**src/zbpf_pkg.sv**
```systemverilog
// ----------------------------------------------------------------------------
// zbpf_pkg
// Shared types and constants of the z-buffer polygon fill block.
// ----------------------------------------------------------------------------
`default_nettype none

package zbpf_pkg;

    localparam int MAX_VERTICES  = 8;
    localparam int SCREEN_WIDTH  = 512;
    localparam int SCREEN_HEIGHT = 512;

    localparam int VIDX_W    = $clog2(MAX_VERTICES);
    localparam int VCNT_W    = $clog2(MAX_VERTICES + 1);
    localparam int XCOL_W    = $clog2(SCREEN_WIDTH);
    localparam int YROW_W    = $clog2(SCREEN_HEIGHT);
    localparam int PIX_DEPTH = SCREEN_WIDTH * SCREEN_HEIGHT;
    localparam int PIX_W     = $clog2(PIX_DEPTH);

    localparam int COORD_W = 12;
    localparam int VZ_W    = 11;
    localparam int DEPTH_W = 24;
    localparam int COLOR_W = 24;
    localparam int VTX_W   = 2 * COORD_W + VZ_W;

    // Plane and datapath widths.
    localparam int PLANE_W = 26;
    localparam int PD_W    = 40;
    localparam int MULA_W  = 27;
    localparam int MULB_W  = 14;
    localparam int PROD_W  = MULA_W + MULB_W;
    localparam int ACC_W   = PROD_W + 1;
    localparam int SUM_W   = ACC_W + 1;
    localparam int NUM_W   = SUM_W + 8;
    localparam int STEP_W  = $clog2(NUM_W);

    localparam logic CFG_CLEAR_DEPTH = 1'b0;
    localparam logic CFG_CLEAR_COLOR = 1'b1;

    typedef enum logic [1:0] {
        KIND_VERTEX = 2'd0,
        KIND_TEST   = 2'd1,
        KIND_CLEAR  = 2'd2,
        KIND_READ   = 2'd3
    } kind_t;

    typedef struct packed {
        kind_t                      kind;
        logic signed [COORD_W-1:0]  x;
        logic signed [COORD_W-1:0]  y;
        logic signed [VZ_W-1:0]     z;
        logic                       last;
        logic [COLOR_W-1:0]         color;
        logic                       on_screen;
        logic [PIX_W-1:0]           pix;
    } item_t;

endpackage

`default_nettype wire

```
**src/zbpf_front.sv**
```systemverilog
// ----------------------------------------------------------------------------
// zbpf_front
// Accepts input beats, works out screen membership and the pixel address,
// and holds them in a two-entry queue for the back end.
// ----------------------------------------------------------------------------
`default_nettype none

module zbpf_front
    import zbpf_pkg::*;
(
    input  wire logic                      aclk,
    input  wire logic                      aresetn,
    input  wire logic                      s_valid,
    output logic                           s_ready,
    input  wire logic [1:0]                s_kind,
    input  wire logic signed [COORD_W-1:0] s_coord_x,
    input  wire logic signed [COORD_W-1:0] s_coord_y,
    input  wire logic signed [VZ_W-1:0]    s_vertex_depth,
    input  wire logic                      s_last_vertex,
    input  wire logic [7:0]                s_color_red,
    input  wire logic [7:0]                s_color_green,
    input  wire logic [7:0]                s_color_blue,
    output logic                           q_valid,
    input  wire logic                      q_ready,
    output item_t                          q_item
);

    item_t       fifo_mem_reg [2];
    logic        wr_ptr_reg, rd_ptr_reg;
    logic [1:0]  cnt_reg;
    item_t       in_item;
    logic        on_x, on_y, push, pop;
    logic [XCOL_W-1:0] xcol;
    logic [YROW_W-1:0] yrow;

    always_comb begin
        on_x = !s_coord_x[COORD_W-1] &&
               ((COORD_W+1)'(s_coord_x) < (COORD_W+1)'(SCREEN_WIDTH));
        on_y = !s_coord_y[COORD_W-1] &&
               ((COORD_W+1)'(s_coord_y) < (COORD_W+1)'(SCREEN_HEIGHT));
        xcol = s_coord_x[XCOL_W-1:0];
        yrow = s_coord_y[YROW_W-1:0];
        in_item.kind      = kind_t'(s_kind);
        in_item.x         = s_coord_x;
        in_item.y         = s_coord_y;
        in_item.z         = s_vertex_depth;
        in_item.last      = s_last_vertex;
        in_item.color     = {s_color_red, s_color_green, s_color_blue};
        in_item.on_screen = on_x && on_y;
        in_item.pix       = PIX_W'(PIX_W'(yrow) * PIX_W'(SCREEN_WIDTH) + PIX_W'(xcol));
    end

    assign s_ready = (cnt_reg != 2'd2);
    assign q_valid = (cnt_reg != 2'd0);
    assign q_item  = fifo_mem_reg[rd_ptr_reg];
    assign push    = s_valid && s_ready;
    assign pop     = q_valid && q_ready;

    always_ff @(posedge aclk) begin
        if (push) begin
            fifo_mem_reg[wr_ptr_reg] <= in_item;
        end
    end

    always_ff @(posedge aclk) begin
        if (!aresetn) begin
            wr_ptr_reg <= 1'b0;
            rd_ptr_reg <= 1'b0;
            cnt_reg    <= 2'd0;
        end else begin
            if (push) begin
                wr_ptr_reg <= !wr_ptr_reg;
            end
            if (pop) begin
                rd_ptr_reg <= !rd_ptr_reg;
            end
            cnt_reg <= cnt_reg + 2'(push) - 2'(pop);
        end
    end

endmodule

`default_nettype wire

```
**config.mk**
```make
export PLATFORM = sky130hd
export DESIGN_NAME = zbpf_front
export DESIGN_NICKNAME = d
export VERILOG_FILES = /design/src/zbpf_pkg.sv /design/src/zbpf_front.sv
export SDC_FILE = /design/constraint.sdc
export NUM_CORES = 1
export LEC_CHECK = 0
export ABC_CLOCK_PERIOD_IN_PS = 2900
export BUFFER_PORTS_ARGS = -buffer_cell sky130_fd_sc_hd__buf_4
export CELL_PAD_IN_SITES_DETAIL_PLACEMENT = 1
export CELL_PAD_IN_SITES_GLOBAL_PLACEMENT = 2
export CORE_MARGIN = 1.5
export CORE_UTILIZATION = 37
export DETAILED_ROUTE_END_ITERATION = 6
export GPL_TIMING_DRIVEN = 0
export PLACE_DENSITY = 0.86
export SLEW_MARGIN = 20
export SYNTH_ARGS = -nofsm -noshare
export SYNTH_HDL_FRONTEND = slang
export SYNTH_SLANG_ARGS = --single-unit
```
**constraint.sdc**
```tcl
create_clock -name aclk -period 2.9 [get_ports aclk]
set_clock_uncertainty 0.1 [all_clocks]
set_input_delay 0.145 -clock aclk [delete_from_list [all_inputs] [get_ports aclk]]
set_output_delay 0.145 -clock aclk [all_outputs]
set_load 0.01 [all_outputs]
```
==> metrics.md, run 1 <==
| Metric | Value |
|---|---|
| Status | finished, final reports clean |
| Fin util | 0.559 |
| Worst slew pin tran | just over 300 ps |
| Critical path launch point type | flop |
| Most frequent cells in the layout | buf_4, edfxtp_1, dlygate4sd3_1, mux2_4, clkbuf_16 |
| Die Y | 122 um |
| FMAX | around 500 MHz |
| Setup CP Type | flop to primary output |
| DR vias/cell | roughly 4.5 |
| DRT Pass-1 Iters | 4 |
| Worst skew pair latency | between 400 and 500 ps |
| # DRC | 0 |
| HP Class | input pin to flop |
| CP arrival | between 1500 and 2000 ps |
| Starting Density | 0.377 |
| Most common cell on crit path | buf_4 |
| CTS max path bufs | 2 |
| CTS buffer count | 17 |
| Drt initial violations | 118 |
| Worst slack at placement | between 1000 and 1500 ps |
| Layout cell share with drive strength beyond 1 | 0.540 |
| Post-CTS Setup Inserts | 0 |
| Global Route Usage Sum | 0.155 |
| Final Non-Filler Cells | about 670 |
| Hold slack final | between 30 and 40 ps |
| CP cell instances | buf_4 > buf_6 > mux2_4 > buf_4 > buf_4 |
| Number of port buffers | ~150 |
| Initial antenna violation count | 0 |
| Synthesis-to-finish area growth | 48.4% |
| Min cycle time layout | a little under 2000 ps |
| Max VDD drop | 0.000449 V |
| Largest net degree at the start of global routing | 50 |
| Total power | around 5.8 mW |
| # setup viols final | 0 |
| Ant. Diodes | 0 |
| Slowest cell on the critical path | mux2_4 |
| Seq/Total Area, Yosys | 0.746 |
| Final #Nets | ~550 |
| Hold_buf cts | 64 |
| CP endpoint kind | primary output |
| Post-synth net total | between 300 and 400 |
| Average size of a mapped cell | 21.3 um2 |
| Vias | ~3000 |
| DIE WIDTH | 122 um |
| Combinational share of power | 0.293 |
| Drt total wl | 11000 um |
| Max-slew violations | 0 |
| CP Data Required Time | approximately 2700 ps |
| Die Area | about 15000 um2 |
| Synth unique cells | 27 |
| Leak | 3.10 nW |
| Grt ovf | 0 |
| Global-route wire length before repair | about 17000 um |
| Dpl hpwl | between 6000 and 7000 um |
| Synth Instances | 245 |
| Clock power frac | 0.302 |
| Number of flip-flops in the largest register | roughly 130 |
| Int Pwr | ~4.4 mW |
| Fillers | roughly 1300 |
| Clk slew on worst S/H paths | 50 ps |
| Vias in the first global route | around 3200 |
| Sequential share of power | 0.405 |
| Switching power of the nets | 1.48 mW |
| PwrDens | around 760 nW/um2 |
| Core area | 13800 um2 |
| RePlAce Congestion | between 0.6 and 0.7 |
| Slew HR | 0.798 |
| Final Hold Vio Count | 0 |
| Synth Warn # | 0 |
| CP max FO | 10 |
| Sw Share | 0.253 |
| H-tree depth | 4 |
| Worst path bufs/invs | 4 |
| Crit-path max cell delay | 330 ps |
| Dpl cells | ~580 |
| RSZ-0062 raised after global routing | no |
| Number of placed I/O pins | roughly 150 |
| Mapped Area | roughly 5200 um2 |
| TritonCTS clock tree | done |
| Tcrit/Tclk final | 0.683 |
| Post-synthesis sequential element count | roughly 130 |
| Row count | 43 |
| Crit path max-delay family | buffers and inverters |
| MaxCap Viol Count | 0 |
| Final WS setup | around 900 ps |
| Routed length per instance | about 16 um |
| Clock sink count | ~130 |
| Post-CTS Resized | 0 |
| Routed Antenna Nets | 0 |
| Clk root buf | clkbuf_16 |
| Commonest non-fill, non-tap cell in the layout | buf_4 |
metal layers:
metal  wire length [um]  vias up  GRT usage
li1                   -     1400          -
met1               4360     1489      0.171
met2               5940      101      0.274
met3                534       14     0.0473
met4                175        0     0.0684
met5                  0        -          0
Yosys cell counts:
library cell / n / share of area
edfxtp_1: 126 / 0.73
mux2_4: 60 / 0.17
buf_4: 19 / 0.027
buf_6: 6 / 0.013
dfxtp_1: 5 / 0.019
and2_1: 3 / 0.0036
mux2_2: 3 / 0.0065
a21bo_1: 2 / 0.0038
nand2b_1: 2 / 0.0024
nor2_1: 2 / 0.0014
a211oi_1: 1 / 0.0014
a21boi_1: 1 / 0.0014
a32oi_1: 1 / 0.0017
and3_1: 1 / 0.0012
ha_1: 1 / 0.0024
inv_1: 1 / 0.00072
mux2i_1: 1 / 0.0019
nand2_1: 1 / 0.00072
nand3_1: 1 / 0.00096
nand3b_1: 1 / 0.0014
nor2b_1: 1 / 0.0012
nor3_2: 1 / 0.0019
o21ai_0: 1 / 0.00096
o21ai_1: 1 / 0.00096
or2_2: 1 / 0.0012
or4_1: 1 / 0.0014
xnor2_1: 1 / 0.0017
worst reg2reg max path, delay by kind of cell (launching register included):
family	cells	cell delay (ps)
buffers and inverters	2	580
DFF	1	440
and+or+nand+nor	2	400
area by class of cell:
cell class	count	area [um2]	area share
clock buffer	21	440	0.0570
tap	180	225	0.0291
buffer	25	210	0.0272
inverter	1	6.26	0.000809
sequential	131	3880	0.502
multi-input combinational	88	1120	0.144
timing repair buffer	214	1810	0.234
clock inverter	9	42.5	0.00550
power groups by stage:
stage,combinational (mW),clock (mW),sequential [mW]
after floorplan,0.967,0,2.39
after global placement,1.60,0,2.41
after detailed placement,1.66,0,2.40
after CTS,1.74,1.81,2.37
after global routing,1.83,1.88,2.38
final,1.71,1.76,2.37
worst paths after layout:
check | from | to | slack [ps] | depth (start not counted)
setup / recovery | flop | q_item[58] | 920 | 5
hold / removal | q_ready | cnt_reg[1] | 40 | 3
setup reg to reg | cnt_reg[0] | fifo_mem_reg[0][56] | 1050 | 4
hold reg to reg | rd_ptr_reg | rd_ptr_reg | 490 | 2
metrics by stage:
step | instance area [um2] | setup TNS [ps]
after floorplan | 5210 | 0
after global placement | 6550 | -64860
after detailed placement | 6610 | 0
after CTS | 7730 | 0
after global routing | 7730 | 0
final | 7730 | 0
cell families (layout without fill, tap and decap cells):
family / Yosys count / after routing / share of synthesized area
buffers and inverters: 26 / 270 / 0.0411
adder cells (fa/ha/maj): 1 / 1 / 0.00240
AO/OA/AOI/OAI: 7 / 7 / 0.0103
multiplexers: 64 / 64 / 0.181
XOR/XNOR: 1 / 1 / 0.00168
AND/OR/NAND/NOR: 15 / 15 / 0.0175
flip-flops: 131 / 131 / 0.746
(Power assumes the default switching activity.)
==> run 2: changes to the inputs <==
--- a/config.mk
+++ b/config.mk
@@ -5,7 +5,7 @@
 export SDC_FILE = /design/constraint.sdc
 export NUM_CORES = 1
 export LEC_CHECK = 0
-export ABC_CLOCK_PERIOD_IN_PS = 2900
+export ABC_CLOCK_PERIOD_IN_PS = 2000
 export BUFFER_PORTS_ARGS = -buffer_cell sky130_fd_sc_hd__buf_4
 export CELL_PAD_IN_SITES_DETAIL_PLACEMENT = 1
 export CELL_PAD_IN_SITES_GLOBAL_PLACEMENT = 2
==> constraint.sdc (replaced) <==
create_clock -name aclk -period 2 [get_ports aclk]
set_clock_uncertainty 0.1 [all_clocks]
set_input_delay 0.1 -clock aclk [delete_from_list [all_inputs] [get_ports aclk]]
set_output_delay 0.1 -clock aclk [all_outputs]
set_load 0.01 [all_outputs]
==> metrics.md, run 2 (synthesis results as in run 1) <==
| Metric | Value |
|---|---|
| Max-slew violations | 0 |
| Worst hold path depth | 2 |
| Drt initial violations | between 90 and 100 |
| Worst skew pair latency | a little over 400 ps |
| Status | finished, final reports clean |
| MaxCap Viol Count | 0 |
| PwrDens | roughly 1200 nW/um2 |
| Clk slew on worst S/H paths | 60 ps |
| Largest net degree at the start of global routing | 34 |
| Vias in the first global route | between 3000 and 4000 |
| Post-CTS Setup Inserts | 0 |
| Most frequent cells in the layout | buf_4, edfxtp_1, dlygate4sd3_1, mux2_4, clkbuf_16 |
| Routed length on met2 | approximately 6000 um |
| CTS max path bufs | 2 |
| Final instance area | around 8000 um2 |
| DP Area | approximately 6600 um2 |
| Total power | slightly above 9 mW |
| Initial antenna violation count | 0 |
| H-tree depth | 4 |
| Clock sink count | 131 |
| Routed length per instance | approximately 17 um |
| Layout cell share with drive strength beyond 1 | 0.556 |
| Die Area | around 15000 um2 |
| RePlAce Congestion | approximately 0.66 |
| Clk root buf | clkbuf_16 |
| Synthesis-to-finish area growth | 51.5% |
| Worst slack at placement | approximately 180 ps |
| Leak | approximately 3.2 nW |
| Min cycle time layout | between 1500 and 2000 ps |
| Cell count of the worst reg-to-reg path | 3 |
| Final #Nets | roughly 550 |
| Final WS setup | 87.0 ps |
| Row count | 43 |
| CP Data Required Time | around 1800 ps |
| Number of flip-flops in the largest register | 126 |
| CTS buffer count | 17 |
| Commonest non-fill, non-tap cell in the layout | buf_4 |
| Dpl hpwl | approximately 7000 um |
| HP Class | input pin to flop |
| Final Non-Filler Cells | 673 |
| Core area | ~14000 um2 |
| Number of placed I/O pins | about 150 |
| Die Y | 122 um |
| DR vias/cell | ~4.5 |
| # DRC | 0 |
| Setup CP Type | flop to primary output |
| Starting Density | 0.377 |
| Max VDD drop | slightly below 0.0006 V |
| CP arrival | approximately 1700 ps |
| RSZ-0062 raised after global routing | no |
| Global Route Usage Sum | 0.160 |
| FMAX | 523 MHz |
| Worst slew pin tran | between 400 and 500 ps |
| Slew HR | 0.670 |
| Routed Antenna Nets | 0 |
| Drt total wl | 11200 um |
| Final Hold Vio Count | 0 |
| Tcrit/Tclk final | 0.956 |
| TritonCTS clock tree | done |
| Critical path launch point type | flop |
| CP endpoint kind | primary output |
| Top layer in use | met4 |
| Vias | roughly 3000 |
| Wire length on met1 | roughly 4400 um |
| CP max FO | 10 |
| Dpl cells | between 500 and 600 |
| DRT Pass-1 Iters | 4 |
| Number of port buffers | approximately 150 |
| DIE WIDTH | around 120 um |
| Grt ovf | 0 |
| # setup viols final | 0 |
| Global-route wire length before repair | roughly 17000 um |
| Ant. Diodes | 0 |
| Hold slack final | 320 ps |
| Met3 Wirelength | roughly 480 um |
-- run 2: cell count changes in the layout (fill, tap and decap cells not counted), moves of 2 or more --
cell        change
clkinvlp_4      +5
bufinv_16       +4
clkinv_2        -4
buf_12          +3
clkbuf_1        -3
buf_16          -2
dfxtp_1         -2
dfxtp_2         +2
-- run 2: area by class of cell --
class	count	area, um2
Multi-Input combinational cell	88	1120
Buffer	25	214
Sequential cell	131	3890
Fill cell	1239	5930
Inverter	1	7.51
Tap cell	180	225
Timing Repair Buffer	216	1820
Clock buffer	18	429
Clock inverter	14	186
-- run 2: worst paths after layout --
check / startpoint / slack (ps) / endpoint
worst max-delay path: flop / 90 / q_item[72]
worst min-delay path: s_color_blue[4] / 320 / fifo_mem_reg[0][23]
worst max register to register: cnt_reg[0] / 190 / fifo_mem_reg[1][63]
worst min register to register: rd_ptr_reg / 490 / rd_ptr_reg
-- run 2: per-layer routing --
layer  track usage  vias up
met5             0        -
met4        0.0721        0
met3        0.0459       19
met2         0.285       94
met1         0.177     1489
li1              -     1406
-- run 2: metrics by stage --
| step | TNS (ps) | util |
|---|---|---|
| 2_1_floorplan | -3200 | - |
| 3_3_place_gp | -60200 | 0.474 |
| 3_5_place_dp | 0 | 0.479 |
| 4_1_cts | 0 | 0.571 |
| 5_1_grt | 0 | 0.571 |
| 6_report | 0 | 0.571 |
-- run 2: report_power, final --
part	internal (mW)	total, mW	switching [mW]	leakage [nW]
Combinational	1.47	2.50	1.03	1.65
Clock	2.07	3.19	1.12	0.281
Sequential	3.34	3.44	0.101	1.22
Total	6.88	9.13	2.25	3.16
-- run 2: worst max-delay path, cell delays in order, from the launching register on --
cell	delay (ps)
dfxtp_1	330
buf_6	180
buf_6	200
mux2_4	320
buf_4	140
buf_4	140
-- run 2: repair_timing --
item | in CTS | in global routing
endpoints found under the setup margin | 0 | 18
resized for setup | 0 | 1
hold buffers | 65 | 0
endpoints found under the hold margin | 131 | 0
==> run 3: changes to the inputs <==
--- a/config.mk
+++ b/config.mk
@@ -9,11 +9,12 @@
 export BUFFER_PORTS_ARGS = -buffer_cell sky130_fd_sc_hd__buf_4
 export CELL_PAD_IN_SITES_DETAIL_PLACEMENT = 1
 export CELL_PAD_IN_SITES_GLOBAL_PLACEMENT = 2
+export CORE_ASPECT_RATIO = 0.9
 export CORE_MARGIN = 1.5
 export CORE_UTILIZATION = 37
 export DETAILED_ROUTE_END_ITERATION = 6
 export GPL_TIMING_DRIVEN = 0
-export PLACE_DENSITY = 0.86
+export PLACE_DENSITY = 0.9
 export SLEW_MARGIN = 20
 export SYNTH_ARGS = -nofsm -noshare
 export SYNTH_HDL_FRONTEND = slang
==> constraint.sdc (replaced) <==
create_clock -name aclk -period 2 [get_ports aclk]
set_clock_uncertainty 0.1 [all_clocks]
set_input_delay 0.1 -clock aclk [delete_from_list [all_inputs] [get_ports aclk]]
set_output_delay 0.1 -clock aclk [all_outputs]
set_load 0.05 [all_outputs]
==> metrics.md, run 3 (synthesis results as in run 1) <==
| Metric | Value |
|---|---|
| Row count | 40 |
| CP max FO | 10 |
| Routed length per instance | ~17 um |
| PwrDens | between 1000 and 1500 nW/um2 |
| Number of port buffers | 148 |
| Worst hold path depth | 2 |
| Fin util | 0.584 |
| Max-slew violations | 0 |
| Layout cell share with drive strength beyond 1 | 0.560 |
| Crit-path max cell delay | approximately 330 ps |
| RePlAce Congestion | roughly 0.64 |
| Core area | about 14000 um2 |
| FMAX | between 500 and 600 MHz |
| Number of flip-flops in the largest register | between 100 and 150 |
| Vias | about 3000 |
| RSZ-0062 raised after global routing | yes |
| MaxCap Viol Count | 0 |
| Final #Nets | about 550 |
| CTS max path bufs | 2 |
| Status | finished, final reports clean |
| Worst path bufs/invs | 4 |
| Largest net degree at the start of global routing | 42 |
| Starting Density | 0.384 |
| Reg2reg start | cnt_reg[0] |
| Fillers | about 1200 |
| CP cell instances | buf_8 > buf_8 > mux2_4 > buf_4 > buf_4 |
| Initial antenna violation count | 0 |
| Slowest cell on the critical path | dfxtp_1 |
| Setup CP Type | flop to primary output |
| Clk root buf | clkbuf_16 |
| Critical path launch point type | flop |
| Slew HR | 0.725 |
| Tcrit/Tclk final | 0.963 |
| Worst slew pin tran | ~410 ps |
| Final Non-Filler Cells | approximately 700 |
| Setup slack, reg-to-reg | 230 ps |
| HP Class | input pin to flop |
| TritonCTS clock tree | done |
| DR vias/cell | 4.38 |
| FF-to-FF End | fifo_mem_reg[0][61] |
| H-tree depth | 4 |
| Clk slew on worst S/H paths | around 50 ps |
| Ant. Diodes | 0 |
| Die Area | roughly 15000 um2 |
| DIE WIDTH | 128 um |
| # DRC | 0 |
| Drt initial violations | 108 |
| Crit path max-delay family | buffers and inverters |
| Die Y | ~120 um |
| CP arrival | ~1700 ps |
| Worst skew pair latency | about 400 ps |
| Clock sink count | approximately 130 |
| Global-route wire length before repair | around 18000 um |
| Leak | 3.18 nW |
| CP endpoint kind | primary output |
| DRT Pass-1 Iters | 3 |
| Global Route Usage Sum | 0.161 |
| Dpl hpwl | 7090 um |
| Crit path to | q_item[60] |
| Number of placed I/O pins | 149 |
| Most frequent cells in the layout | buf_4, edfxtp_1, dlygate4sd3_1, mux2_4, clkbuf_16 |
| Grt ovf | 0 |
| Vias in the first global route | roughly 3400 |
| Min cycle time layout | between 1500 and 2000 ps |
| Cell count of the worst reg-to-reg path | 4 |
| Routed Antenna Nets | 0 |
| Max VDD drop | between 0.0008 and 0.0009 V |
| CP Data Required Time | ~1800 ps |
| Dpl cells | ~590 |
| Synthesis-to-finish area growth | 52.1% |
| CTS buffer count | 17 |
| Commonest non-fill, non-tap cell in the layout | buf_4 |
| # setup viols final | 0 |
| Final Hold Vio Count | 0 |
| Drt total wl | ~11000 um |
| Critical path depth in cells | 5 |
run 3: cell types whose count changed in the layout (fill, tap and decap cells not counted), sizes merged:
| cell | change |
|---|---|
| clkinvlp | -2 |
| clkinv | +2 |
| inv | +1 |
| clkbuf | -1 |
run 3: per-layer routing:
layer	track usage	vias up	routed length, um
met3	0.0485	15	611
met4	0.0629	0	148
li1	-	1407	-
met5	0	-	0
met1	0.168	1460	4560
met2	0.304	107	6180
run 3: area by class of cell:
| class | instances | area, um2 | area share |
|---|---|---|---|
| flip-flops and latches | 131 | 3890 | 0.490 |
| repair buffers | 216 | 1830 | 0.231 |
| multi-input cells | 88 | 1120 | 0.142 |
| clock buffers | 17 | 425 | 0.0537 |
| well taps | 189 | 236 | 0.0298 |
| plain buffers | 25 | 229 | 0.0289 |
| clock inverters | 15 | 188 | 0.0237 |
| inverters | 1 | 7.51 | 0.000947 |
run 3: power breakdown:
group / internal (mW) / switching [mW]
Combinational: 1.52 / 2.34
Sequential: 3.34 / 0.0995
Clock: 2.07 / 1.12
run 3: stage by stage:
step / power, mW / TNS, ps / hold WS, ps / worst slack (ps) / area (um2)
after CTS: 10.6 / 0 / 294 / 11.9 / 7910
after global routing: 10.8 / 0 / 314 / 1.88 / 7930
final: 10.5 / 0 / 321 / 73.1 / 7930
after detailed placement: 7.24 / 0 / 188 / 260 / 6640
after floorplan: 6.25 / -10020 / 98.9 / -151 / 5220
after global placement: 7.14 / -57500 / 185 / -605 / 6570
run 3: worst min-delay path by stage:
stage | from | end | slack [ps]
6_report | s_color_green[1] | fifo_mem_reg[1][28] | 320
5_1_grt | s_vertex_depth[6] | fifo_mem_reg[1][50] | 310
4_1_cts | s_vertex_depth[4] | fifo_mem_reg[1][48] | 290
3_5_place_dp | s_coord_x[3] | fifo_mem_reg[0][70] | 190
3_3_place_gp | s_color_green[1] | fifo_mem_reg[1][28] | 180
2_1_floorplan | s_color_blue[0] | fifo_mem_reg[0][19] | 100
run 3: worst reg2reg max path, stage by stage (launching register included):
cell and delay [ps]:
dfxtp_2 360, nand2b_4 170, nand3b_1 160, clkinvlp_4 390
buf_12 330
run 3: timing repair:
action / 4_1_cts / 5_1_grt
hold endpoints to repair: 131 / 0
hold buffers: 65 / 0
endpoints found under the setup margin: 18 / 18
setup buffers: 0 / 0
resized for setup: 1 / 4
